File: config.mk
export PLATFORM = sky130hd
export DESIGN_NAME = nmea_rmc_field_extractor
export DESIGN_NICKNAME = d
export VERILOG_FILES = /design/src/sv/nrfe_pkg.sv /design/src/sv/nmea_rmc_field_extractor.sv
export VERILOG_INCLUDE_DIRS = /design/src /design/src/sv
export SDC_FILE = /design/constraint.sdc
export NUM_CORES = 2
export LEC_CHECK = 0
export BUFFER_PORTS_ARGS = -buffer_cell sky130_fd_sc_hd__buf_2
export CAP_MARGIN = 25
export CORE_UTILIZATION = 33
export CTS_BUF_LIST = sky130_fd_sc_hd__clkbuf_4 sky130_fd_sc_hd__clkbuf_8
export CTS_CLUSTER_DIAMETER = 80
export DETAILED_ROUTE_END_ITERATION = 10
export REMOVE_ABC_BUFFERS = 1
export SYNTH_ARGS = -nofsm -noshare
export SYNTH_HDL_FRONTEND = slang
export SYNTH_SLANG_ARGS = --single-unit
File: constraint.sdc
create_clock -name clk_i -period 13 [get_ports clk_i]
set_input_delay 3.9 -clock clk_i [delete_from_list [all_inputs] [get_ports clk_i]]
set_output_delay 3.9 -clock clk_i [all_outputs]
set_load 0.005 [all_outputs]
File: src/sv/nmea_rmc_field_extractor_assert.svh
// assertion macros for the nmea rmc field extractor
`ifndef NMEA_RMC_FIELD_EXTRACTOR_ASSERT_SVH
`define NMEA_RMC_FIELD_EXTRACTOR_ASSERT_SVH

`ifndef NO_ASSERTIONS
// assertion on an explicit clock and active-low reset
`define NRFE_ASSERT_CLK(label, clk, rst_n, prop, msg) \
  label: assert property (@(posedge clk) disable iff (!rst_n) prop) else $error(msg);
// assertion on the block clock and reset
`define NRFE_ASSERT(label, prop, msg) \
  `NRFE_ASSERT_CLK(label, clk_i, rst_ni, prop, msg)
`else
`define NRFE_ASSERT_CLK(label, clk, rst_n, prop, msg)
`define NRFE_ASSERT(label, prop, msg)
`endif

`endif

File: src/sv/nrfe_pkg.sv
// types, constants and helper functions of the nmea rmc field extractor
package nrfe_pkg;

  localparam logic [7:0] ASCII_LF    = 8'h0A;
  localparam logic [7:0] ASCII_COMMA = 8'h2C;
  localparam logic [7:0] ASCII_POINT = 8'h2E;
  localparam logic [7:0] ASCII_ZERO  = 8'h30;
  localparam logic [7:0] ASCII_NINE  = 8'h39;
  localparam logic [7:0] ASCII_G     = 8'h47;
  localparam logic [7:0] ASCII_P     = 8'h50;
  localparam logic [7:0] ASCII_R     = 8'h52;
  localparam logic [7:0] ASCII_M     = 8'h4D;
  localparam logic [7:0] ASCII_C     = 8'h43;

  localparam logic [2:0] TAG_LEN = 3'd5;

  // field numbers within the sentence, the tag is field zero
  localparam logic [3:0] FLD_TIME   = 4'd1;
  localparam logic [3:0] FLD_STATUS = 4'd2;
  localparam logic [3:0] FLD_LAT    = 4'd3;
  localparam logic [3:0] FLD_LON    = 4'd5;
  localparam logic [3:0] FLD_SPEED  = 4'd7;
  localparam logic [3:0] FLD_COURSE = 4'd8;
  localparam logic [3:0] FLD_LAST   = 4'd15;

  localparam logic [27:0] ACC_MAX    = 28'hFFFFFFF;
  localparam logic [27:0] TIME_MAX   = 28'h0FFFFFFF;
  localparam logic [27:0] STATUS_MAX = 28'h00000FF;
  localparam logic [27:0] LAT_MAX    = 28'h7FFFFFF;
  localparam logic [27:0] LON_MAX    = 28'hFFFFFFF;
  localparam logic [27:0] COURSE_MAX = 28'h007FFFF;
  // knots clamp so that knots * 1.852 just reaches the all-ones speed
  localparam logic [27:0] SPEED_CLAMP = 28'd1132371;
  localparam logic [31:0] SPEED_MUL   = 32'd1852;
  // ceil(2^41 / 1000), exact quotient for dividends below 2^31
  localparam logic [31:0] RECIP_1000  = 32'd2199023256;
  localparam int          RECIP_SHIFT = 41;

  typedef struct packed {
    logic       vld;
    logic       eol;
    logic       wr;
    logic [3:0] idx;
  } ctl_t;

  typedef struct packed {
    logic [18:0] course;
    logic [20:0] speed;
    logic [27:0] longitude;
    logic [26:0] latitude;
    logic [7:0]  fix_status;
    logic [27:0] utc_time;
  } res_t;

  function automatic logic [7:0] tag_char(input logic [2:0] pos);
    logic [7:0] c;
    case (pos)
      3'd0:    c = ASCII_G;
      3'd1:    c = ASCII_P;
      3'd2:    c = ASCII_R;
      3'd3:    c = ASCII_M;
      3'd4:    c = ASCII_C;
      default: c = 8'h00;
    endcase
    return c;
  endfunction

  function automatic logic [2:0] frac_digits(input logic [3:0] idx);
    logic [2:0] fd;
    case (idx)
      FLD_LAT, FLD_LON:                fd = 3'd4;
      FLD_TIME, FLD_SPEED, FLD_COURSE: fd = 3'd3;
      default:                         fd = 3'd0;
    endcase
    return fd;
  endfunction

  function automatic logic field_used(input logic [3:0] idx);
    logic u;
    case (idx)
      FLD_TIME, FLD_STATUS, FLD_LAT, FLD_LON, FLD_SPEED, FLD_COURSE: u = 1'b1;
      default: u = 1'b0;
    endcase
    return u;
  endfunction

  function automatic logic [13:0] pow10(input logic [2:0] pad);
    logic [13:0] p;
    case (pad)
      3'd0:    p = 14'd1;
      3'd1:    p = 14'd10;
      3'd2:    p = 14'd100;
      3'd3:    p = 14'd1000;
      default: p = 14'd10000;
    endcase
    return p;
  endfunction

  function automatic logic [27:0] field_max(input logic [3:0] idx);
    logic [27:0] m;
    case (idx)
      FLD_TIME:   m = TIME_MAX;
      FLD_STATUS: m = STATUS_MAX;
      FLD_LAT:    m = LAT_MAX;
      FLD_LON:    m = LON_MAX;
      FLD_SPEED:  m = SPEED_CLAMP;
      FLD_COURSE: m = COURSE_MAX;
      default:    m = ACC_MAX;
    endcase
    return m;
  endfunction

endpackage

File: src/sv/nmea_rmc_field_extractor.sv
// nmea rmc sentence field extractor, byte stream in, one fixed-point record per sentence out
//
// Takes one received character per cycle on the slave stream and hunts for the tag
// GPRMC. After the tag, commas advance a field counter (an empty field still counts)
// and the time, status, latitude, longitude, speed and course fields are converted
// from decimal text to fixed point: time, speed and course with three fraction digits,
// position with four; surplus fraction digits are dropped, missing ones padded with
// zeros, and every value saturates at the all-ones value of its result field. Speed
// is converted from knots to thousandths of km/h. A field that is absent or empty
// keeps the value from the previous sentence. At the newline byte one record goes
// out on the master stream once the final field has left the conversion pipe. Bytes
// are taken at one per cycle while the input is not held off; the per-byte parser
// updates its digit accumulator per byte, and each finished field runs through a
// five-stage pipe (power-of-ten scaling, saturation, two constant km/h multiplies).
// Up to two records may be in flight or waiting in the two-entry output buffer;
// while two are outstanding the input is held off until the master side takes one.
module nmea_rmc_field_extractor (
  input  logic         clk_i,
  input  logic         rst_ni,
  input  logic         s_tvalid_i,
  output logic         s_tready_o,
  input  logic [7:0]   s_tdata_i,   // [7:0] rx_byte
  output logic         m_tvalid_o,
  input  logic         m_tready_i,
  output logic [135:0] m_tdata_o    // [27:0] utc_time, [35:28] fix_status,
                                    // [62:36] latitude, [90:63] longitude,
                                    // [111:91] speed_kmh, [130:112] course, rest zero
);
  import nrfe_pkg::*;

  `include "nmea_rmc_field_extractor_assert.svh"

  // parser state
  logic [2:0]  tag_pos_q, tag_pos_d;
  logic        in_sentence_q, in_sentence_d;
  logic [3:0]  field_idx_q, field_idx_d;
  logic [2:0]  frac_cnt_q, frac_cnt_d;
  logic        point_q, point_d;
  logic [27:0] accum_q, accum_d;
  logic        nonempty_q, nonempty_d;

  // conversion pipe
  ctl_t        p1_ctl_q, p1_ctl_d, p2_ctl_q, p3_ctl_q, p4_ctl_q, p5_ctl_q;
  logic [27:0] p1_acc_q, p1_acc_d;
  logic [2:0]  p1_frac_q, p1_frac_d;
  logic [41:0] p2_val_q, p2_val_d;
  logic [27:0] p3_val_q, p3_val_d;
  logic [31:0] p4_val_q, p4_val_d;
  logic [62:0] p5_val_q, p5_val_d;

  // held values
  res_t        held_q, held_d;

  // output buffer and outstanding record count
  res_t        fifo_q [2];
  logic        wr_ptr_q, rd_ptr_q;
  logic [1:0]  fifo_cnt_q, fifo_cnt_d;
  logic [1:0]  pend_q, pend_d;

  logic        in_xact, out_xact, eol_byte, push;
  logic [2:0]  tag_next, fd_cur, fd_p1, pad;
  logic [31:0] acc_times10;
  logic [27:0] p3_max;

  assign s_tready_o = (pend_q != 2'd2);
  assign in_xact    = s_tvalid_i && s_tready_o;
  assign out_xact   = m_tvalid_o && m_tready_i;
  assign eol_byte   = in_xact && in_sentence_q && (s_tdata_i == ASCII_LF);

  assign fd_cur      = frac_digits(field_idx_q);
  assign acc_times10 = ({4'd0, accum_q} << 3) + ({4'd0, accum_q} << 1)
                     + {28'd0, s_tdata_i[3:0]};
  assign tag_next    = (s_tdata_i == tag_char(tag_pos_q)) ? tag_pos_q + 3'd1 :
                       ((s_tdata_i == ASCII_G) ? 3'd1 : 3'd0);

  // per-byte parser: tag hunt, field counting, digit accumulation
  always_comb begin
    tag_pos_d     = tag_pos_q;
    in_sentence_d = in_sentence_q;
    field_idx_d   = field_idx_q;
    frac_cnt_d    = frac_cnt_q;
    point_d       = point_q;
    accum_d       = accum_q;
    nonempty_d    = nonempty_q;
    p1_ctl_d      = '0;
    p1_acc_d      = accum_q;
    p1_frac_d     = frac_cnt_q;
    if (in_xact) begin
      if (!in_sentence_q) begin
        tag_pos_d = tag_next;
        if (tag_next == TAG_LEN) begin
          tag_pos_d     = 3'd0;
          in_sentence_d = 1'b1;
          field_idx_d   = 4'd0;
          frac_cnt_d    = 3'd0;
          point_d       = 1'b0;
          accum_d       = '0;
          nonempty_d    = 1'b0;
        end
      end else if (s_tdata_i == ASCII_LF || s_tdata_i == ASCII_COMMA) begin
        // field done: hand it to the conversion pipe and clear
        p1_ctl_d.vld = 1'b1;
        p1_ctl_d.eol = (s_tdata_i == ASCII_LF);
        p1_ctl_d.wr  = nonempty_q && field_used(field_idx_q);
        p1_ctl_d.idx = field_idx_q;
        frac_cnt_d   = 3'd0;
        point_d      = 1'b0;
        accum_d      = '0;
        nonempty_d   = 1'b0;
        if (s_tdata_i == ASCII_LF) begin
          in_sentence_d = 1'b0;
          field_idx_d   = 4'd0;
          tag_pos_d     = 3'd0;
        end else if (field_idx_q != FLD_LAST) begin
          field_idx_d = field_idx_q + 4'd1;
        end
      end else begin
        nonempty_d = 1'b1;
        if (field_idx_q == FLD_STATUS) begin
          // status keeps its first character only
          if (!nonempty_q) accum_d = {20'd0, s_tdata_i};
        end else if (fd_cur != 3'd0) begin
          if (s_tdata_i >= ASCII_ZERO && s_tdata_i <= ASCII_NINE) begin
            if (!point_q || frac_cnt_q < fd_cur) begin
              accum_d = (acc_times10 > {4'd0, ACC_MAX}) ? ACC_MAX : acc_times10[27:0];
              if (point_q) frac_cnt_d = frac_cnt_q + 3'd1;
            end
          end else if (s_tdata_i == ASCII_POINT) begin
            point_d = 1'b1;
          end
        end
      end
    end
  end

  // stage 2: pad missing fraction digits by a power of ten
  assign fd_p1    = frac_digits(p1_ctl_q.idx);
  assign pad      = (p1_frac_q <= fd_p1) ? fd_p1 - p1_frac_q : 3'd0;
  assign p2_val_d = {14'd0, p1_acc_q} * {28'd0, pow10(pad)};

  // stage 3: saturate to the field range (speed to the km/h clamp)
  assign p3_max   = field_max(p2_ctl_q.idx);
  assign p3_val_d = (p2_val_q > {14'd0, p3_max}) ? p3_max : p2_val_q[27:0];

  // stage 4: knots times 1852
  assign p4_val_d = (p3_ctl_q.idx == FLD_SPEED) ? {11'd0, p3_val_q[20:0]} * SPEED_MUL
                                                : {4'd0, p3_val_q};

  // stage 5: divide by 1000 through the reciprocal
  assign p5_val_d = (p4_ctl_q.idx == FLD_SPEED) ? {32'd0, p4_val_q[30:0]} * {31'd0, RECIP_1000}
                                                : {31'd0, p4_val_q};

  // commit converted field into the held record
  always_comb begin
    held_d = held_q;
    if (p5_ctl_q.vld && p5_ctl_q.wr) begin
      case (p5_ctl_q.idx)
        FLD_TIME:   held_d.utc_time   = p5_val_q[27:0];
        FLD_STATUS: held_d.fix_status = p5_val_q[7:0];
        FLD_LAT:    held_d.latitude   = p5_val_q[26:0];
        FLD_LON:    held_d.longitude  = p5_val_q[27:0];
        FLD_SPEED:  held_d.speed      = p5_val_q[RECIP_SHIFT+20:RECIP_SHIFT];
        FLD_COURSE: held_d.course     = p5_val_q[18:0];
        default:    held_d = held_q;
      endcase
    end
  end

  assign push       = p5_ctl_q.vld && p5_ctl_q.eol;
  assign fifo_cnt_d = fifo_cnt_q + {1'b0, push} - {1'b0, out_xact};
  assign pend_d     = pend_q + {1'b0, eol_byte} - {1'b0, out_xact};

  assign m_tvalid_o = (fifo_cnt_q != 2'd0);
  assign m_tdata_o  = {5'd0, fifo_q[rd_ptr_q]};

  // control state
  always_ff @(posedge clk_i or negedge rst_ni) begin
    if (!rst_ni) begin
      tag_pos_q     <= '0;
      in_sentence_q <= 1'b0;
      field_idx_q   <= '0;
      frac_cnt_q    <= '0;
      point_q       <= 1'b0;
      accum_q       <= '0;
      nonempty_q    <= 1'b0;
      held_q        <= '0;
      p1_ctl_q      <= '0;
      p2_ctl_q      <= '0;
      p3_ctl_q      <= '0;
      p4_ctl_q      <= '0;
      p5_ctl_q      <= '0;
      wr_ptr_q      <= 1'b0;
      rd_ptr_q      <= 1'b0;
      fifo_cnt_q    <= '0;
      pend_q        <= '0;
    end else begin
      tag_pos_q     <= tag_pos_d;
      in_sentence_q <= in_sentence_d;
      field_idx_q   <= field_idx_d;
      frac_cnt_q    <= frac_cnt_d;
      point_q       <= point_d;
      accum_q       <= accum_d;
      nonempty_q    <= nonempty_d;
      held_q        <= held_d;
      p1_ctl_q      <= p1_ctl_d;
      p2_ctl_q      <= p1_ctl_q;
      p3_ctl_q      <= p2_ctl_q;
      p4_ctl_q      <= p3_ctl_q;
      p5_ctl_q      <= p4_ctl_q;
      fifo_cnt_q    <= fifo_cnt_d;
      pend_q        <= pend_d;
      if (push)     wr_ptr_q <= ~wr_ptr_q;
      if (out_xact) rd_ptr_q <= ~rd_ptr_q;
    end
  end

  // payload registers
  always_ff @(posedge clk_i) begin
    p1_acc_q  <= p1_acc_d;
    p1_frac_q <= p1_frac_d;
    p2_val_q  <= p2_val_d;
    p3_val_q  <= p3_val_d;
    p4_val_q  <= p4_val_d;
    p5_val_q  <= p5_val_d;
    if (push) fifo_q[wr_ptr_q] <= held_d;
  end

  // buffered records never exceed the outstanding count
  `NRFE_ASSERT(a_fifo_within_pend, fifo_cnt_q <= pend_q, "output buffer exceeds outstanding count")
  // a newline inside a sentence always launches an end-of-line commit
  `NRFE_ASSERT(a_eol_launch, eol_byte |=> (p1_ctl_q.vld && p1_ctl_q.eol), "newline commit lost")
  // the km/h quotient always fits the speed field
  `NRFE_ASSERT(a_speed_fits, (p5_ctl_q.vld && p5_ctl_q.idx == FLD_SPEED) |-> (p5_val_q[62] == 1'b0), "speed quotient overflow")
  // a waiting record implies one outstanding
  `NRFE_ASSERT(a_valid_pend, m_tvalid_o |-> (pend_q != 2'd0), "record shown without outstanding count")

endmodule
* Word level (Yosys, flattened, before mapping) *
Memories as Yosys holds them, arrays and structs flattened.
Index checks and enable logic that the tools add are counted.

storage, ports and cells
  memories kept = 1
  register bits after elaboration = 403
  bits in writable memories = 262
  word-level logic and storage cells = 214

memory list
  memory  words  width  rd ports  clocked after memory_dff  wr ports  line                            text
  fifo_q  2      131    1         0                         1         nmea_rmc_field_extractor.sv:55  res_t fifo_q [2];

cells by class
  bitwise logic cells = 2
  eq/ne operators = 52
  multiplexer cells = 66
  order comparisons = 6
  multiply operators = 3
  add/sub/neg operators = 10
  reduce and logical (&&, ||, !) cells = 27

operators by type and width
  operator                                                                            number
  28-bit two-way mux                                                                  14
  131-bit two-way mux                                                                 1
  28-bit case mux with 4 select lines                                                 1
  31-bit by 29-bit multiplier with 59-bit output (second input constant)              1
  14-bit case mux with 4 select lines                                                 1
  42-bit by 28-bit greater-than comparator with 1-bit output                          1
  28-bit by 14-bit multiplier with 42-bit output                                      1
  3-bit two-way mux                                                                   14
  4-bit by 3-bit == test with 1-bit output (second input constant)                    9
  7-bit case mux with 5 select lines                                                  1
  31-bit by 29-bit adder with 32-bit output                                           1
  32-bit by 4-bit adder with 32-bit output                                            1
  32-bit by 28-bit greater-than comparator with 1-bit output (second input constant)  1
  21-bit by 9-bit multiplier with 29-bit output (second input constant)               1
  4-bit by 2-bit == test with 1-bit output (second input constant)                    7
  27-bit two-way mux                                                                  1
  21-bit two-way mux                                                                  1
  7-bit two-way mux                                                                   3
  1-bit two-way mux                                                                   20
  4-bit two-way mux                                                                   5
  19-bit two-way mux                                                                  1
  3-bit by 1-bit != test with 1-bit output (second input constant)                    6
  4-bit == test (second input constant)                                               4
  8-bit by 6-bit == test with 1-bit output (second input constant)                    2
  38 further kinds                                                                    68

* Longest topological paths before layout *
  word-level depth = 11
  mapped depth = 35

* Worst setup path after synthesis *
OpenSTA, ideal clock, no wires.

  kind = flip-flop to flip-flop
  from = register p1_ctl_q[3] (netlist bit)
  to = register p2_val_q[40]
  slack = 5.288 ns
  stages on the path, launching flop included = 32
  data arrival time = 7.639 ns
  data required time = 12.928 ns
  cells stage by stage = dfrtp_1 > xnor2_1 > o31a_1 > ha_1 > inv_1 > fa_1 > clkbuf_1 > and3_1 > clkbuf_1 > clkbuf_1 > and2_1 > nor2_1 > fa_1 > fa_1 > fa_1 > inv_1 > fa_1 > fa_1 > inv_1 > fa_1 > inv_1 > ha_1 > a21oi_1 > nand2_1 > a221oi_1 > nand2_1 > a41oi_1 > o21ai_0 > a211oi_1 > o31ai_1 > a21oi_1 > xnor2_1

on the way
  cells in the longest elaborated chain, start to end = 8

ends and longest elaborated chain
  element                                                           line                             text
  start, declared                                                   nmea_rmc_field_extractor.sv:43   ctl_t p1_ctl_q, p1_ctl_d, p2_ctl_q, p3_ctl_q, p4_ctl_q, p5_ctl_q;
  start signal, assigned                                            nmea_rmc_field_extractor.sv:205  p1_ctl_q <= p1_ctl_d;
  4-bit by 1-bit == test with 1-bit output (tied with other cells)  nrfe_pkg.sv:70                   case (idx)
  3-bit OR reduction or 2-bit OR reduction (tied branches)          nrfe_pkg.sv:70
  3-bit case mux with 2 select lines (*)                            nrfe_pkg.sv:70
  3-bit subtractor or 3-bit <= comparator (tied branches)           nmea_rmc_field_extractor.sv:138  assign pad = (p1_frac_q <= fd_p1) ? fd_p1 - p1_frac_q : 3'd0;
  3-bit two-way mux (*)                                             nmea_rmc_field_extractor.sv:138
  3-bit by 2-bit == test with 1-bit output (tied with other cells)  nrfe_pkg.sv:89                   case (pad)
  14-bit case mux with 4 select lines (*)                           nrfe_pkg.sv:89
  28-bit by 14-bit multiplier with 42-bit output (*)                nmea_rmc_field_extractor.sv:139  assign p2_val_d = {14'd0, p1_acc_q} * {28'd0, pow10(pad)};
  net p2_val_d[40]                                                  nmea_rmc_field_extractor.sv:46   logic [41:0] p2_val_q, p2_val_d;
  end signal, assigned                                              nmea_rmc_field_extractor.sv:221  p2_val_q <= p2_val_d;
  end, declared                                                     nmea_rmc_field_extractor.sv:46

Mark *: on every way through the listed nets, which the timed path passes. The rest lies on a longest branch.
A chain may end at the register's enable or synchronous reset.

* Final worst setup path *
Ends and elaborated chain as after synthesis.

==> results.md <==
Layout:
- Registers take between 15000 and 20000 µm².
- The layout filler cell count is 15635.
- After the last flow step, the layout net total stands at about 6100.
- The final standard cell count with taps included and fillers excluded is around 7000.
- The area growth from synthesis to layout is 10.9%.
- The total area of multi-input combinational cells is between 30000 and 40000 µm².
- With fillers left out, the area of the finished cells amounts to between 50000 and 60000 µm².
- The utilization after layout is 37.0%.
- The post-route netlist has between 10% and 20% of its cells at a drive strength greater than 1.

Synthesis:
- The count of flip-flops with a built-in enable after synthesis is around 260.
- The average cell area after synthesis is between 10 and 15 µm².
- The synthesis-stage register bit count is between 600 and 700.
- The dominant synthesized flop cell is sky130_fd_sc_hd__edfxtp_1.
- The synthesized netlist occupies a cell area of 53000 µm².
- The cell type contributing the most total cell area after synthesis is sky130_fd_sc_hd__fa_1.
- For this run, the register share of the synthesized area comes to a little under a third.
- By area the synthesized netlist is led by sky130_fd_sc_hd__fa_1 23%, sky130_fd_sc_hd__ha_1 16%, sky130_fd_sc_hd__edfxtp_1 15%, sky130_fd_sc_hd__dfrtp_1 10%, sky130_fd_sc_hd__dfxtp_1 6.8%.
- The number of instances in the synthesized netlist is around 4600.
- By area, the combinational part of the netlist is dominated by adder cells.
- The count of warnings emitted by yosys is 0.
- After Yosys synthesis, and, or, nand and nor cells account for roughly 6.7% of the synthesized area.
- The count of unique library cells instantiated by Yosys is 81.
- The mux share of post-synthesis cell area is roughly 6.3%.
- The async set or reset register ratio after synthesis is 32.5%.
- Summing the areas of all fa, ha and maj instances in the mapped netlist gives between 30 and 40% of the synthesized area.
- The proportion of netlist area held by the largest area contributor is 23.4%.
- The synthesized netlist devotes 2.17% of its cell area to XOR and XNOR gates.
- The post-synthesis compound-gate area fraction is 6.95%.

Timing:
- For the final database, setup skew stands at 36.5 ps.
- The hold violation total from the final report is 0.
- Setup repair after global routing left no endpoint under its margin.
- The summed negative setup slack over all endpoints is 0 ps.
- Measured against its own limit, the worst slew margin works out to a little over a quarter.
- Setup violations remaining at the end of the flow were counted as 0.
- The final critical-path share of the clock period is 72.5%.
- The achievable frequency is 106 MHz.
- The slew at the pin with the worst max-slew slack is ~1100 ps.
- The final period demand of the worst path is ~9400 ps.
- The max-slew violation count came to 0.

Setup path:
- The nature of the critical path startpoint is a register.
- In this run the register-to-register setup slack is ~3600 ps.
- The library cell appearing most often on the critical path is sky130_fd_sc_hd__fa_1.
- STA classifies the critical path endpoint as a register.
- In this run the worst path has a maximum fanout of 28.
- At the worst endpoint, the arrival time is just over 10000 ps.
- On the worst path, the slowest cell contributes a delay of just over 900 ps.
- The critical path is of the register to register type.
- The required time of the worst setup path is between 10000 and 15000 ps.
- The slowest stage of the critical path is the sky130_fd_sc_hd__and3_1 cell.

Routing:
- The number of vias per cell is between 4 and 5.
- Detailed routing inserted a total of between 30000 and 40000 vias.
- The detailed router used layers up to and including met4.
- The detail route stage leaves a number of antenna-violating nets equal to 0.
- The wire length on met1 is 52600 µm.
- The mean routed wirelength per cell is 17.2 µm.
- The sum of met2 wire segment lengths after detailed routing is approximately 60000 µm.
- The total wire length is between 100000 and 150000 µm.
- The iteration count of the initial detailed-routing pass is 5.
- Summed over all nets, wire length on met3 after detailed routing comes to approximately 4700 µm.
- The detailed router's first-iteration violation count is between 1500 and 2000.
- For this run, design rule violations remaining after detail routing come to 0.

Die:
- The initial standard-cell utilization of the core is about a third.
- The number of cell rows is about 150.
- The core footprint is approximately 160000 µm².
- Measured along the x axis, the die boundary spans 403 µm.
- The die outline area is 162000 µm².
- From bottom edge to top edge, the die measures roughly 400 µm.
- The number of I/O pins is 150.

Job:
- The max-capacitance violation count is 0.

Clock network:
- Clock-pin slew was measured on the worst setup and hold paths at around 60 ps.
- The TritonCTS clock tree is done.
- The clock sink count is 656.
- The cell at the root of the clock tree is sky130_fd_sc_hd__clkbuf_8.
- In this run, post-CTS hold repair placed 0 buffers.
- No sink is reached through more buffers than the 3 on the longest clock path.
- Counting the buffers created by CTS gives 111.
- The later-pin clock latency in the skew report is 800 ps.
- The level count of the clock H-tree is 3.
- Once the clock tree was built, the resizer swapped 0 gates to a different size.
- Post-CTS timing repair inserted 0 buffers for setup.

Placed design:
- The HPWL reported at the end of detailed placement is about 95000 µm.
- Buffers placed on the I/O ports in this run total approximately 140.
- Once placement finished, the instance area stood at about 56000 µm².
- The global placer's final weighted congestion is ~0.88.
- The count of placed standard cells including taps is 6795.

Global routing:
- The global router's overall resource usage is between 15 and 20%.
- Global routing finished with a remaining overflow of 0.
- The wire length of the first global-routing pass is between 150000 and 200000 µm.
- The via count of the first global-routing pass is 35489.
- The largest net degree at the start of global routing is 108.
- The initial antenna violation count was 5.

Status:
- The run finished with clean final reports.

Hold path:
- The path class of the lowest-slack min-delay path is register to register.
synthesized netlist by cell type, types with 6 or more instances:
cell / number
sky130_fd_sc_hd__xnor2_1: 80
sky130_fd_sc_hd__o21bai_1: 31
sky130_fd_sc_hd__o21ai_1: 9
sky130_fd_sc_hd__nor3b_1: 7
sky130_fd_sc_hd__nor3_1: 23
sky130_fd_sc_hd__or3_1: 13
sky130_fd_sc_hd__o21ai_0: 147
sky130_fd_sc_hd__nand2b_1: 31
sky130_fd_sc_hd__or2_2: 20
sky130_fd_sc_hd__nand4b_1: 8
sky130_fd_sc_hd__inv_1: 885
sky130_fd_sc_hd__nand2_1: 198
sky130_fd_sc_hd__mux2_2: 293
sky130_fd_sc_hd__edfxtp_1: 262
sky130_fd_sc_hd__a21o_1: 64
sky130_fd_sc_hd__xor2_1: 51
sky130_fd_sc_hd__a211oi_1: 18
sky130_fd_sc_hd__buf_1: 7
sky130_fd_sc_hd__dfrtp_1: 213
sky130_fd_sc_hd__a31oi_1: 18
sky130_fd_sc_hd__fa_1: 619
sky130_fd_sc_hd__nand3_1: 57
sky130_fd_sc_hd__a41oi_1: 6
sky130_fd_sc_hd__o211ai_1: 14
sky130_fd_sc_hd__o21a_1: 25
sky130_fd_sc_hd__buf_4: 6
sky130_fd_sc_hd__nand4_1: 21
sky130_fd_sc_hd__o31ai_1: 10
sky130_fd_sc_hd__nor2b_1: 17
sky130_fd_sc_hd__and3_1: 39
sky130_fd_sc_hd__nor2_1: 148
sky130_fd_sc_hd__dfxtp_1: 181
sky130_fd_sc_hd__clkbuf_1: 77
sky130_fd_sc_hd__and2_1: 109
sky130_fd_sc_hd__a21oi_1: 170
sky130_fd_sc_hd__ha_1: 663
per-stage QoR:
stage,setup slack (ps),hold WS [ps]
after global routing,2940,353
final,3570,346
after detailed placement,3710,335
after global placement,3780,332
after CTS,3620,348
after floorplan,4090,331
placed cells by master (no fill, tap or decap), drive strengths merged, types with 7 or more instances in the layout:
cell type,instances
a211oi,19
nor2b,17
o21bai,31
o211ai,14
fa,619
and3,39
nor2,149
xor2,51
and2,109
dfrtp,213
bufinv,7
nand4b,8
dfxtp,181
o21ai,156
xnor2,80
mux2,293
nand2b,31
a2111oi,8
nand3,57
or3,13
o21a,25
a31oi,18
nor3,23
nor3b,7
a21oi,171
clkinv,23
a21o,64
or2,20
nand4,21
nand2,198
ha,663
o31ai,10
inv,894
buf,175
clkbuf,167
edfxtp,262
cell type report:
class	instances	share of cell area (%)
Multi-Input combinational cell	3008	55.3
Sequential cell	656	28.6
Inverter	885	5.66
Tap cell	2072	4.41
Clock buffer	167	3.43
Timing Repair Buffer	175	1.71
Clock inverter	43	0.833
Antenna cell	3	0.0128
metal layers:
layer,GRT usage (%),vias to the layer above
met1,19.4,16779
met3,2.11,182
met5,0,-
met2,26.1,652
met4,4.62,0
li1,-,15772
worst paths after layout:
| path | from | to | cells past startpoint |
|---|---|---|---|
| max | p1_ctl_q[3] | p2_val_q[40] | 30 |
| min | p1_ctl_q[4] | p2_ctl_q[4] | 0 |
| max reg2reg | p1_ctl_q[3] | p2_val_q[40] | 30 |
| min reg2reg | p1_ctl_q[4] | p2_ctl_q[4] | 0 |
| max in group asynchronous | rst_ni | accum_q[20] | 4 |
| min in group asynchronous | rst_ni | held_q[112] | 1 |
critical path: cells and delay by family, from the launching register on:
family | cells | cell delay [ps]
fa+ha+maj | 9 | 3810
buf+inv | 4 | 200
flops | 1 | 420
xor+xnor | 3 | 500
simple gates | 6 | 2380
compound gates | 8 | 2010
cells by family after synthesis:
kind of cell             after synthesis
adder cells (fa/ha/maj)             1282
buffers and inverters                984
AND/OR/NAND/NOR                      711
flip-flops                           656
AO/OA/AOI/OAI                        581
multiplexers                         298
XOR/XNOR                             131
other                                  1
state kept, by name (all words and copies together), names as in the netlist, 4 cells and up:
signal and flops:
p3_ctl_q 7, accum_q 28, held_q 131, p4_val_q 31
p3_val_q 28, p2_ctl_q 7, field_idx_q 4, p1_acc_q 28
fifo_q 262, p5_val_q 49, p4_ctl_q 7, p5_ctl_q 7
p2_val_q 42, p1_ctl_q 7
Power is left out: the tool's default activity adds up to more than one toggle a clock period on the data nets, which glitch-free logic cannot reach.
